### config.mk
export PLATFORM = sky130hd
export DESIGN_NAME = g3bs_ctrl
export DESIGN_NICKNAME = d
export VERILOG_FILES = /design/src/hw/rtl/g3bs_pkg.sv /design/src/hw/rtl/g3bs_ctrl.sv
export SDC_FILE = /design/constraint.sdc
export NUM_CORES = 1
export LEC_CHECK = 0
export BUFFER_PORTS_ARGS = -buffer_cell sky130_fd_sc_hd__buf_2
export CAP_MARGIN = 15
export CORE_MARGIN = 5
export CORE_UTILIZATION = 45
export CTS_BUF_LIST = sky130_fd_sc_hd__clkbuf_16
export DETAILED_ROUTE_END_ITERATION = 8
export GPL_ROUTABILITY_DRIVEN = 0
export PLACE_DENSITY = 0.72
export SYNTH_ARGS = -nofsm -noshare
export SYNTH_HDL_FRONTEND = slang
export SYNTH_SLANG_ARGS = --single-unit
### constraint.sdc
create_clock -name clk_i -period 1.6 [get_ports clk_i]
set_input_delay 0.08 -clock clk_i [delete_from_list [all_inputs] [get_ports clk_i]]
set_output_delay 0.08 -clock clk_i [all_outputs]
set_load 0.03 [all_outputs]
### src/hw/rtl/g3bs_pkg.sv
// ----------------------------------------------------------------------------
// g3bs_pkg
// Shared types and constants of the 3D grid binomial smoother: payload
// structs, register indexes, controller states and command/status groups.
// ----------------------------------------------------------------------------
package g3bs_pkg;

  localparam int unsigned CfgIdxBits  = 3;
  localparam int unsigned CfgDataBits = 17;

  typedef enum logic [CfgIdxBits-1:0] {
    CFG_SIZE_X   = 3'd0,
    CFG_SIZE_Y   = 3'd1,
    CFG_SIZE_Z   = 3'd2,
    CFG_GHOST    = 3'd3,
    CFG_PERIODIC = 3'd4,
    CFG_STRENGTH = 3'd5
  } cfg_idx_e;

  typedef struct packed {
    logic signed [31:0] sample_in;
    logic               is_padding;
  } in_item_t;

  typedef struct packed {
    logic signed [31:0] sample_out;
    logic               was_filtered;
    logic               grid_last;
  } out_item_t;

  typedef enum logic [2:0] {
    ST_IDLE,
    ST_RD_ADDR,
    ST_RD_DATA,
    ST_BL_DIFF,
    ST_BL_MIX,
    ST_OUT
  } state_e;

  typedef enum logic [1:0] {
    LVL_Z,
    LVL_Y,
    LVL_X
  } level_e;

  typedef struct packed {
    logic       accept;
    logic       rd_issue;
    logic       rd_capture;
    logic       bl_diff;
    logic       bl_mix;
    level_e     level;
    logic       out_load;
    logic [1:0] dx;
    logic [1:0] dy;
    logic [1:0] dz;
  } ctrl_cmd_t;

  typedef struct packed {
    logic emit_req;
    logic emit_filt;
    logic filt;
    logic out_free;
  } dp_sts_t;

endpackage

### src/hw/rtl/g3bs_ctrl.sv
// ----------------------------------------------------------------------------
// g3bs_ctrl
// Sequencer: accepts a request, then walks the 27 stencil reads and the
// three blend levels (z, y, x) before handing the result to the output.
// ----------------------------------------------------------------------------
module g3bs_ctrl (
  input  logic                clk_i,
  input  logic                rst_ni,
  input  logic                in_valid_i,
  output logic                in_stall_o,
  input  g3bs_pkg::dp_sts_t   sts_i,
  output g3bs_pkg::ctrl_cmd_t cmd_o
);
  import g3bs_pkg::*;

  state_e     state_q, state_d;
  level_e     lvl_q, lvl_d;
  logic [1:0] dx_q, dx_d, dy_q, dy_d, dz_q, dz_d;

  always_ff @(posedge clk_i or negedge rst_ni) begin
    if (!rst_ni) begin
      state_q <= ST_IDLE;
      lvl_q   <= LVL_Z;
      dx_q    <= 2'd0;
      dy_q    <= 2'd0;
      dz_q    <= 2'd0;
    end else begin
      state_q <= state_d;
      lvl_q   <= lvl_d;
      dx_q    <= dx_d;
      dy_q    <= dy_d;
      dz_q    <= dz_d;
    end
  end

  always_comb begin
    state_d = state_q;
    lvl_d   = lvl_q;
    dx_d    = dx_q;
    dy_d    = dy_q;
    dz_d    = dz_q;
    unique case (state_q)
      ST_IDLE: begin
        if (in_valid_i && sts_i.emit_req) begin
          state_d = ST_RD_ADDR;
          lvl_d   = LVL_Z;
          dx_d    = sts_i.emit_filt ? 2'd0 : 2'd1;
          dy_d    = sts_i.emit_filt ? 2'd0 : 2'd1;
          dz_d    = sts_i.emit_filt ? 2'd0 : 2'd1;
        end
      end
      ST_RD_ADDR: state_d = ST_RD_DATA;
      ST_RD_DATA: begin
        if (!sts_i.filt) begin
          state_d = ST_OUT;
        end else if (dz_q != 2'd2) begin
          dz_d    = dz_q + 2'd1;
          state_d = ST_RD_ADDR;
        end else begin
          dz_d    = 2'd0;
          state_d = ST_BL_DIFF;
        end
      end
      ST_BL_DIFF: state_d = ST_BL_MIX;
      ST_BL_MIX: begin
        unique case (lvl_q)
          LVL_Z: begin
            if (dy_q != 2'd2) begin
              dy_d    = dy_q + 2'd1;
              state_d = ST_RD_ADDR;
            end else begin
              dy_d    = 2'd0;
              lvl_d   = LVL_Y;
              state_d = ST_BL_DIFF;
            end
          end
          LVL_Y: begin
            if (dx_q != 2'd2) begin
              dx_d    = dx_q + 2'd1;
              lvl_d   = LVL_Z;
              state_d = ST_RD_ADDR;
            end else begin
              dx_d    = 2'd0;
              lvl_d   = LVL_X;
              state_d = ST_BL_DIFF;
            end
          end
          default: state_d = ST_OUT;
        endcase
      end
      ST_OUT: begin
        if (sts_i.out_free) begin
          state_d = ST_IDLE;
        end
      end
      default: state_d = ST_IDLE;
    endcase
  end

  always_comb begin
    in_stall_o       = (state_q != ST_IDLE);
    cmd_o.accept     = (state_q == ST_IDLE) && in_valid_i;
    cmd_o.rd_issue   = (state_q == ST_RD_ADDR);
    cmd_o.rd_capture = (state_q == ST_RD_DATA);
    cmd_o.bl_diff    = (state_q == ST_BL_DIFF);
    cmd_o.bl_mix     = (state_q == ST_BL_MIX);
    cmd_o.out_load   = (state_q == ST_OUT) && sts_i.out_free;
    cmd_o.level      = lvl_q;
    cmd_o.dx         = dx_q;
    cmd_o.dy         = dy_q;
    cmd_o.dz         = dz_q;
  end

endmodule

=== Word level (Yosys, flattened, before mapping) ===
Cells that the tools add are included.

* Register bits after elaboration: 11
* Latch bits: 0
* RAM bits: 0
* ROM bits: 0
* Bits of input ports: 7
* Output and inout bits: 15
* Logic and storage cells: 61
* Memories kept: 0

* Add/sub/neg operators: 3
* Multiply operators: 0
* Div/mod/pow operators: 0
* Magnitude comparators: 0
* Equal/unequal tests: 16
* Shift operators: 0
* Multiplexer cells: 24
* Bitwise logic cells: 0
* Reduce and logical (&&, ||, !) cells: 13

{| class="wikitable"
|+ Operators by type and width
! cell !! number
|-
| 2-to-1 mux 2 bit || 13
|-
| one-hot mux 2 bit (2 select lines) || 5
|-
| one-hot mux 3 bit (6 select lines) || 1
|-
| inequality test 2 bit (second input constant) || 6
|-
| 2-to-1 mux 3 bit || 3
|-
| AND reduction 3 bit || 3
|-
| adder 2 x 1 -> 2 bit (second input constant) || 3
|-
| == test 3 x 2 -> 1 bit (second input constant) || 2
|-
| == test 3 bit (second input constant) || 2
|-
| one-hot mux 3 bit (2 select lines) || 1
|-
| inequality test 2 x 1 -> 1 bit (second input constant) || 2
|-
| AND reduction 4 bit || 1
|-
| nonzero test 2 bit || 2
|-
| == test 3 x 1 -> 1 bit (second input constant) || 1
|-
| logical AND 1 bit || 3
|-
| logical NOT 3 bit || 1
|-
| inequality test 3 x 1 -> 1 bit (second input constant) || 1
|-
| inequality test 3 bit (second input constant) || 1
|-
| nonzero test 3 bit || 1
|-
| == test 2 x 1 -> 1 bit (second input constant) || 1
|-
| logical NOT 2 bit || 1
|-
| AND reduction 2 bit || 1
|-
| 2-to-1 mux 1 bit || 1
|}

=== Logic depth before layout (Yosys ltp) ===
Gate-level depths: netlist (run 1).

* Depth in word-level cells: 4
* Depth in mapped cells: 4
* Mapped depth without buffers: 4

=== Least setup slack after synthesis (run 1) ===
OpenSTA, ideal clock, no wires.

* Kind: register -> output
* From: reg state_q[2]
* To: out cmd_o[13] in the netlist's numbering
* Data arrival time: 1.586 ns
* Required time: 1.520 ns
* Path slack: -0.066 ns
* Cell stages (with the launch flop): 4
* Path buffers: 1
* Path through: dfrtp_1 > clkbuf_1 > or3_1 > nor2_1

{| class="wikitable"
|+ RTL lines
! element !! RTL line !! text
|-
| start, declared || g3bs_ctrl.sv:16 || <nowiki>state_e state_q, state_d;</nowiki>
|-
| start signal, assigned || g3bs_ctrl.sv:28 || <nowiki>state_q <= state_d;</nowiki>
|-
| end, declared || g3bs_ctrl.sv:12 || <nowiki>output g3bs_pkg::ctrl_cmd_t cmd_o</nowiki>
|}

==> impl_metrics.prom, run 1 <==
# TYPE chip_impl_metric gauge
chip_impl_metric{name="area.growth.synth_to_final",unit="%"} 46.3
chip_impl_metric{name="synth_cells",unit=""} 72
chip_impl_metric{name="synth-async-reset-ratio",unit=""} 1.00
chip_impl_metric{name="port_buffers",unit=""} 21
chip_impl_metric{name="finish.instance_area",unit="sq um"} 985
chip_impl_metric{name="power_density",unit="nW/um^2"} 2140
chip_impl_metric{name="worstPathArrival",unit="ps"} 1480
chip_impl_metric{name="vias_in_the_first_global_route",unit=""} 666
chip_impl_metric{name="drt-initial-drc-count",unit=""} 27
chip_impl_metric{name="detailedPlacementHpwl",unit="microns"} 1290
chip_impl_info{name="slowest_stage",value="dfrtp_1"} 1
chip_impl_metric{name="ys_ff_latch",unit=""} 11
chip_impl_metric{name="clock_latency",unit="ps"} 240
chip_impl_info{name="cts_tree",value="yes"} 1
chip_impl_metric{name="power_switching",unit="uW"} 895
chip_impl_metric{name="switching_share",unit=""} 0.424
chip_impl_metric{name="num_vias",unit=""} 709
chip_impl_metric{name="netlist.area_leader.share",unit=""} 0.409
chip_impl_metric{name="dr.pass1.iters",unit=""} 4
chip_impl_metric{name="finClkSkew",unit="ps"} 2.80
chip_impl_info{name="timing.critical_path.to_type",value="output port"} 1
chip_impl_metric{name="worst_path_largest_cell_delay",unit="ps"} 420
chip_impl_metric{name="internal_cell_power",unit="mW"} 1.21
chip_impl_metric{name="power.clock.fraction",unit=""} 0.213
chip_impl_info{name="critical_path_source_type",value="register"} 1
chip_impl_metric{name="synth_seq_area_share",unit=""} 0.409
chip_impl_metric{name="synth_edf_count",unit=""} 0
chip_impl_metric{name="dieArea",unit="sq um"} 2370
chip_impl_metric{name="floorplan.rows",unit=""} 14
chip_impl_metric{name="drt.antenna.violating_nets",unit=""} 0
chip_impl_metric{name="layout_worst_path_cycle_share",unit=""} 0.975
chip_impl_metric{name="worst-slew-pin-transition",unit="ps"} 400
chip_impl_metric{name="period_minus_slack",unit="ps"} 1560
chip_impl_info{name="most_frequent_cells_in_the_layout",value="20 x buf_2, 10 x buf_4, 8 x dfrtp_1"} 1
chip_impl_metric{name="antenna_found_initial",unit=""} 0
chip_impl_metric{name="insertedDiodeCount",unit=""} 0
chip_impl_metric{name="timing.hold.worst_path_depth",unit=""} 2
chip_impl_metric{name="total_routed_wirelength",unit="microns"} 1790
chip_impl_metric{name="die_h",unit="microns"} 48.7
chip_impl_metric{name="postSynthAreaPerCell",unit="sq um"} 9.35
chip_impl_metric{name="grt.total_usage",unit=""} 0.165
chip_impl_metric{name="crit_required",unit="ps"} 1520
chip_impl_metric{name="max-vdd-ir-drop",unit="uV"} 1130
chip_impl_metric{name="via_to_cell_ratio",unit=""} 5.81
chip_impl_info{name="worstHoldStart",value="sts_i[0]"} 1
chip_impl_info{name="crit_chain",value="buf_4 -> or3_4 -> nor2_4 -> buf_6"} 1
chip_impl_info{name="status",value="finished, final reports clean"} 1
chip_impl_info{name="criticalPathCategory",value="reg2out"} 1
chip_impl_metric{name="timing.reg2reg.worst_path_depth",unit=""} 5
chip_impl_metric{name="die_width",unit="microns"} 48.7
chip_impl_metric{name="routedWlPerCell",unit="microns"} 14.7
chip_impl_metric{name="initial_core_util",unit=""} 0.463
chip_impl_metric{name="htreeDepth",unit=""} 1
chip_impl_metric{name="final-setup-viol-count",unit=""} 0
chip_impl_info{name="synth_area_leaders",value="dfrtp_1 41%, nor3b_1 4.5%, o21ai_0 3.7%"} 1
chip_impl_metric{name="layout.core_utilization",unit=""} 0.677
chip_impl_metric{name="worst_slew_margin_rel",unit=""} 0.726
chip_impl_metric{name="postSynthNetCount",unit=""} 79
chip_impl_info{name="worstHoldPathType",value="in2reg"} 1
chip_impl_metric{name="grt_max_degree",unit=""} 15
chip_impl_metric{name="static-leakage-power",unit="nW"} 0.485
chip_impl_metric{name="clk_transition_reported_paths",unit="ps"} 40
chip_impl_metric{name="power.total",unit="mW"} 2.11
chip_impl_metric{name="reg2reg_setup_slack",unit="ps"} 60
chip_impl_metric{name="remaining_drc_errors",unit=""} 0
chip_impl_info{name="yosys.area.top_type",value="dfrtp_1"} 1
chip_impl_info{name="hold_end",value="state_q[0]"} 1
chip_impl_metric{name="synth_cell_type_count",unit=""} 33
chip_impl_metric{name="p_comb_frac",unit=""} 0.547
chip_impl_metric{name="tritoncts_num_sinks",unit=""} 11
chip_impl_metric{name="seq_power_share",unit=""} 0.239
chip_impl_metric{name="netlist_area",unit="sq um"} 673
chip_impl_info{name="dominantRegCellSynth",value="dfrtp_1"} 1
chip_impl_metric{name="synth_warnings",unit=""} 0
chip_impl_info{name="most_common_cell_after_layout_fill_and_taps_aside",value="buf_2"} 1
chip_impl_metric{name="design.portCount",unit=""} 22
chip_impl_metric{name="placed_area",unit="sq um"} 851
chip_impl_metric{name="cts_inserted_buffers",unit=""} 3
chip_impl_metric{name="worst_slack",unit="ps"} 40.2
chip_impl_metric{name="nets",unit=""} 114
chip_impl_metric{name="post_route_cells_drive_above_1_share",unit=""} 0.425
chip_impl_metric{name="peak_fanout_along_the_critical_path",unit=""} 14
chip_impl_metric{name="hold_violation_count_in_the_final_report",unit=""} 0
chip_impl_metric{name="final_max_slew_violation_count",unit=""} 0
chip_impl_metric{name="max_freq",unit="GHz"} 0.641
chip_impl_metric{name="setup_total_negative_slack",unit="ps"} 0
chip_impl_info{name="rr_startpoint",value="state_q[2]"} 1
chip_impl_metric{name="grt_first_pass_wirelength",unit="microns"} 3090
chip_impl_metric{name="cts-root-to-sink-buffers",unit=""} 2
chip_impl_info{name="clock_tree.root_cell",value="clkbuf_16"} 1
chip_impl_metric{name="pre_cts_slack",unit="ps"} 42.3
chip_impl_metric{name="core-area",unit="sq um"} 1450
chip_impl_metric{name="max-cap-violations",unit=""} 0
chip_impl_metric{name="grt_overflow_total",unit=""} 0
chip_impl_info{name="worst_r2r_endpoint",value="dy_q[0]"} 1
-- final cells by class --
cell class	instances	area, sq um
Fill cell	127	469
Multi-Input combinational cell	53	380
Sequential cell	11	279
Timing Repair Buffer	33	208
Clock buffer	3	75.1
Tap cell	16	20.0
Inverter	5	18.8
Clock inverter	1	3.75
-- what timing repair did --
action | 4_1_cts | 5_1_grt
hold endpoints to repair | 11 | 0
setup endpoints to repair | 1 | 3
buffers inserted | 0 | 3
pin swaps | 0 | 1
resized for setup | 1 | 7
hold buffers | 1 | 0
-- per-layer routing --
metal / vias to the layer above / wire [microns] / GRT usage
met2: 33 / 852 / 0.263
met5: - / 0 / 0
met3: 2 / 177 / 0.0429
met1: 333 / 741 / 0.210
met4: 0 / 20 / 0.0673
li1: 341 / - / -
-- per-stage QoR --
stage	instances	hold slack (ps)
floorplan	72	-216
finish	122	49.7
global route	122	57.8
CTS	119	53.6
detailed placement	114	-33.0
global placement	114	-39.5
-- worst max-delay path, delay by kind of cell, from the launching register on --
kind                   cells  cell delay (ps)
buffers and inverters      2              330
AND/OR/NAND/NOR            2              500
flip-flops                 1              420
-- sequential cells by signal (all words and copies together) (netlist names) --
register / cells
state_q: 3
dx_q: 2
dz_q: 2
lvl_q: 2
dy_q: 2
-- synth_stat cells (2+ instances only) --
| master | count |
|---|---|
| nand2b_1 | 2 |
| nor2_1 | 4 |
| a21oi_1 | 4 |
| o21ai_0 | 5 |
| o22ai_1 | 4 |
| inv_1 | 4 |
| nor3b_1 | 4 |
| mux2_2 | 2 |
| dfrtp_1 | 11 |
| nor2b_1 | 2 |
| mux2_1 | 2 |
| or3_1 | 2 |
| nand2_1 | 4 |
| clkbuf_1 | 3 |
-- worst max path at each step --
stage | startpoint | end | slack (ps) | cells after the start
after detailed placement | lvl_q[1] | dy_q[0] | 40 | 3
after CTS | state_q[2] | cmd_o[13] | 20 | 4
after floorplan | lvl_q[0] | dy_q[1] | 0.9 | 3
final | state_q[0] | cmd_o[13] | 40 | 4
after global placement | lvl_q[1] | dy_q[1] | 110 | 3
after global routing | state_q[2] | dy_q[0] | -7 | 5
-- kinds of logic after synthesis --
| kind of cell | synth area share |
|---|---|
| and+or+nand+nor | 0.268 |
| AOI/OAI and AO/OA | 0.197 |
| buffers and inverters | 0.0446 |
| muxes | 0.0818 |
| DFF | 0.409 |
-- power by group through the flow --
stage | clock [mW] | combinational [mW] | sequential (mW)
2_1_floorplan | 0 | 0.599 | 0.592
3_3_place_gp | 0 | 1.03 | 0.481
3_5_place_dp | 0 | 1.05 | 0.495
4_1_cts | 0.454 | 1.07 | 0.494
5_1_grt | 0.476 | 1.24 | 0.521
6_report | 0.450 | 1.15 | 0.505
Power figures use the tool's default switching activity.
==> run 2, diff against run 1 <==
--- a/config.mk
+++ b/config.mk
@@ -6,13 +6,14 @@
 export NUM_CORES = 1
 export LEC_CHECK = 0
 export BUFFER_PORTS_ARGS = -buffer_cell sky130_fd_sc_hd__buf_2
-export CAP_MARGIN = 15
+export CAP_MARGIN = 20
 export CORE_MARGIN = 5
 export CORE_UTILIZATION = 45
 export CTS_BUF_LIST = sky130_fd_sc_hd__clkbuf_16
 export DETAILED_ROUTE_END_ITERATION = 8
 export GPL_ROUTABILITY_DRIVEN = 0
 export PLACE_DENSITY = 0.72
+export REMOVE_ABC_BUFFERS = 1
 export SYNTH_ARGS = -nofsm -noshare
 export SYNTH_HDL_FRONTEND = slang
 export SYNTH_SLANG_ARGS = --single-unit
==> run 2 against run 1 <==
First-iteration DRC count shrank 81%. Die area is the same. Hold slack lost 15 ps. Maximum frequency grew 0.52%. Global-route usage shrank 1.2 points. Largest power group unchanged.
==> impl_metrics.prom, run 2 (synthesis results as in run 1) <==
# TYPE chip_impl_metric gauge
chip_impl_info{name="status",value="finished, final reports clean"} 1
chip_impl_metric{name="power_density",unit="nW/um^2"} 2120
chip_impl_metric{name="cts_inserted_buffers",unit=""} 3
chip_impl_metric{name="dr.pass1.iters",unit=""} 4
chip_impl_metric{name="drt-initial-drc-count",unit=""} 5
chip_impl_metric{name="period_minus_slack",unit="ps"} 1550
chip_impl_metric{name="clock_latency",unit="ps"} 240
chip_impl_metric{name="crit_required",unit="ps"} 1720
chip_impl_metric{name="design.portCount",unit=""} 22
chip_impl_metric{name="static-leakage-power",unit="nW"} 0.481
chip_impl_metric{name="via_to_cell_ratio",unit=""} 5.30
chip_impl_metric{name="internal_cell_power",unit="mW"} 1.17
chip_impl_metric{name="power.clock.fraction",unit=""} 0.226
chip_impl_metric{name="area.growth.synth_to_final",unit="%"} 43.3
chip_impl_metric{name="vias_in_the_first_global_route",unit=""} 605
chip_impl_info{name="crit_chain",value="buf_4 -> o21ai_0 -> or4b_4 -> mux2_1"} 1
chip_impl_metric{name="total_routed_wirelength",unit="microns"} 1790
chip_impl_metric{name="worst_path_largest_cell_delay",unit="ps"} 490
chip_impl_metric{name="filler_cell_count",unit=""} 119
chip_impl_metric{name="finClkSkew",unit="ps"} 0.868
chip_impl_metric{name="pre_cts_slack",unit="ps"} 112
chip_impl_info{name="cts_tree",value="yes"} 1
chip_impl_metric{name="layout_worst_path_cycle_share",unit=""} 0.970
chip_impl_info{name="timing.critical_path.to_type",value="register"} 1
chip_impl_metric{name="die_width",unit="microns"} 48.7
chip_impl_metric{name="worst_slack",unit="ps"} 48.2
chip_impl_metric{name="timing.reg2reg.worst_path_depth",unit=""} 4
chip_impl_metric{name="tritoncts_num_sinks",unit=""} 11
chip_impl_metric{name="peak_fanout_along_the_critical_path",unit=""} 5
chip_impl_info{name="most_common_cell_after_layout_fill_and_taps_aside",value="buf_2"} 1
chip_impl_metric{name="clk_transition_reported_paths",unit="ps"} 40
chip_impl_info{name="worstHoldStart",value="sts_i[0]"} 1
chip_impl_metric{name="final-setup-viol-count",unit=""} 0
chip_impl_metric{name="placed_area",unit="sq um"} 855
chip_impl_metric{name="timing.hold.worst_path_depth",unit=""} 2
chip_impl_metric{name="seq_power_share",unit=""} 0.237
chip_impl_metric{name="grt_overflow_total",unit=""} 0
chip_impl_info{name="worstHoldPathType",value="in2reg"} 1
chip_impl_metric{name="cts-root-to-sink-buffers",unit=""} 2
chip_impl_metric{name="sequential_cell_area",unit="sq um"} 278
chip_impl_info{name="hold_end",value="state_q[0]"} 1
chip_impl_metric{name="worstPathBufferInverterCount",unit=""} 1
chip_impl_metric{name="insertedDiodeCount",unit=""} 0
chip_impl_metric{name="finish.cell_count_without_fillers",unit=""} 121
chip_impl_metric{name="numPlacedInstances",unit=""} 115
chip_impl_metric{name="largest_reg_flops",unit=""} 3
chip_impl_metric{name="final_max_slew_violation_count",unit=""} 0
chip_impl_metric{name="hold_slack_final",unit="ps"} 35.1
chip_impl_metric{name="worst_slew_margin_rel",unit=""} 0.689
chip_impl_metric{name="grt_max_degree",unit=""} 16
chip_impl_metric{name="die_h",unit="microns"} 48.7
chip_impl_metric{name="nets",unit=""} 113
chip_impl_metric{name="p_comb_frac",unit=""} 0.537
chip_impl_info{name="most_frequent_cells_in_the_layout",value="20 x buf_2, 10 x buf_4, 9 x dfrtp_1"} 1
chip_impl_info{name="criticalPathCategory",value="reg2reg"} 1
chip_impl_metric{name="worstPathArrival",unit="ps"} 1670
chip_impl_metric{name="max_freq",unit="GHz"} 0.644
chip_impl_metric{name="core-area",unit="sq um"} 1450
chip_impl_metric{name="hold_violation_count_in_the_final_report",unit=""} 0
chip_impl_metric{name="finish.instance_area",unit="sq um"} 965
chip_impl_metric{name="power_switching",unit="uW"} 874
chip_impl_metric{name="area_of_combinational_cells_with_multiple_inputs",unit="sq um"} 373
chip_impl_info{name="critical_path_source_type",value="register"} 1
chip_impl_info{name="critical-path-top-delay-family",value="simple AND/OR/NAND/NOR gates"} 1
chip_impl_info{name="clock_tree.root_cell",value="clkbuf_16"} 1
chip_impl_metric{name="port_buffers",unit=""} 21
chip_impl_metric{name="max-cap-violations",unit=""} 0
chip_impl_info{name="slowest_stage",value="or4b_4"} 1
chip_impl_metric{name="max-vdd-ir-drop",unit="uV"} 1200
chip_impl_metric{name="reg2reg_setup_slack",unit="ps"} 50
chip_impl_info{name="rr_startpoint",value="state_q[2]"} 1
chip_impl_metric{name="antenna_found_initial",unit=""} 0
chip_impl_metric{name="drt.antenna.violating_nets",unit=""} 0
chip_impl_metric{name="remaining_drc_errors",unit=""} 0
chip_impl_metric{name="dieArea",unit="sq um"} 2370
chip_impl_info{name="largest_register",value="state_q"} 1
chip_impl_metric{name="num_vias",unit=""} 641
chip_impl_metric{name="detailedPlacementHpwl",unit="microns"} 1280
chip_impl_metric{name="initial_core_util",unit=""} 0.463
chip_impl_metric{name="routedWlPerCell",unit="microns"} 14.8
chip_impl_metric{name="switching_share",unit=""} 0.427
chip_impl_metric{name="floorplan.rows",unit=""} 14
chip_impl_metric{name="grt_first_pass_wirelength",unit="microns"} 2850
chip_impl_info{name="worst_r2r_endpoint",value="dy_q[1]"} 1
chip_impl_metric{name="grt.total_usage",unit=""} 0.154
chip_impl_metric{name="htreeDepth",unit=""} 1
chip_impl_metric{name="setup_total_negative_slack",unit="ps"} 0
chip_impl_metric{name="worst-slew-pin-transition",unit="ps"} 455
chip_impl_metric{name="post_route_cells_drive_above_1_share",unit=""} 0.400
-- run 2: per-layer routing --
layer / up-vias / global-route usage / routed length [microns]
met1: 289 / 0.196 / 758
met5: - / 0 / 0
met4: 0 / 0.0942 / 49
li1: 330 / - / -
met2: 18 / 0.230 / 881
met3: 4 / 0.0368 / 97
-- run 2: worst register-to-register path, cell delays in order, from the launching register on --
cell and delay, ps:
dfrtp_2 410, buf_4 150, o21ai_0 60, or4b_4 490
mux2_1 320
-- run 2: layout make-up --
| type | instances | area share |
|---|---|---|
| multi-input combinational | 53 | 0.387 |
| timing repair buffer | 32 | 0.204 |
| sequential | 11 | 0.288 |
| clock buffer | 3 | 0.0778 |
| clock inverter | 1 | 0.00389 |
| inverter | 5 | 0.0195 |
| tap | 16 | 0.0208 |
-- run 2: worst max path at each step --
stage / from / to / slack, ps / depth (start not counted)
2_1_floorplan: lvl_q[1] / dy_q[1] / -5 / 3
3_3_place_gp: state_q[1] / dz_q[1] / 140 / 3
3_5_place_dp: lvl_q[1] / dy_q[1] / 110 / 3
4_1_cts: state_q[2] / cmd_o[13] / 6 / 4
5_1_grt: state_q[1] / cmd_o[13] / -3 / 4
6_report: state_q[2] / dy_q[1] / 50 / 4
-- run 2: per-stage QoR --
stage                     power (mW)   util
after floorplan                 1.17      -
after global placement          1.51  0.588
after detailed placement        1.53  0.588
after CTS                       2.01  0.651
after global routing            2.17  0.664
final                           2.05  0.664
-- run 2: timing repair --
action	in CTS	in global routing
buffers inserted	0	1
endpoints found under the hold margin	11	0
setup endpoints to repair	1	3
hold buffers	1	0
resized for setup	1	4
-- run 2: power groups by stage --
stage | combinational [mW] | sequential [mW] | clock (mW)
global placement | 1.03 | 0.481 | 0
finish | 1.10 | 0.485 | 0.463
detailed placement | 1.04 | 0.490 | 0
CTS | 1.06 | 0.486 | 0.463
floorplan | 0.526 | 0.641 | 0
global route | 1.18 | 0.504 | 0.489
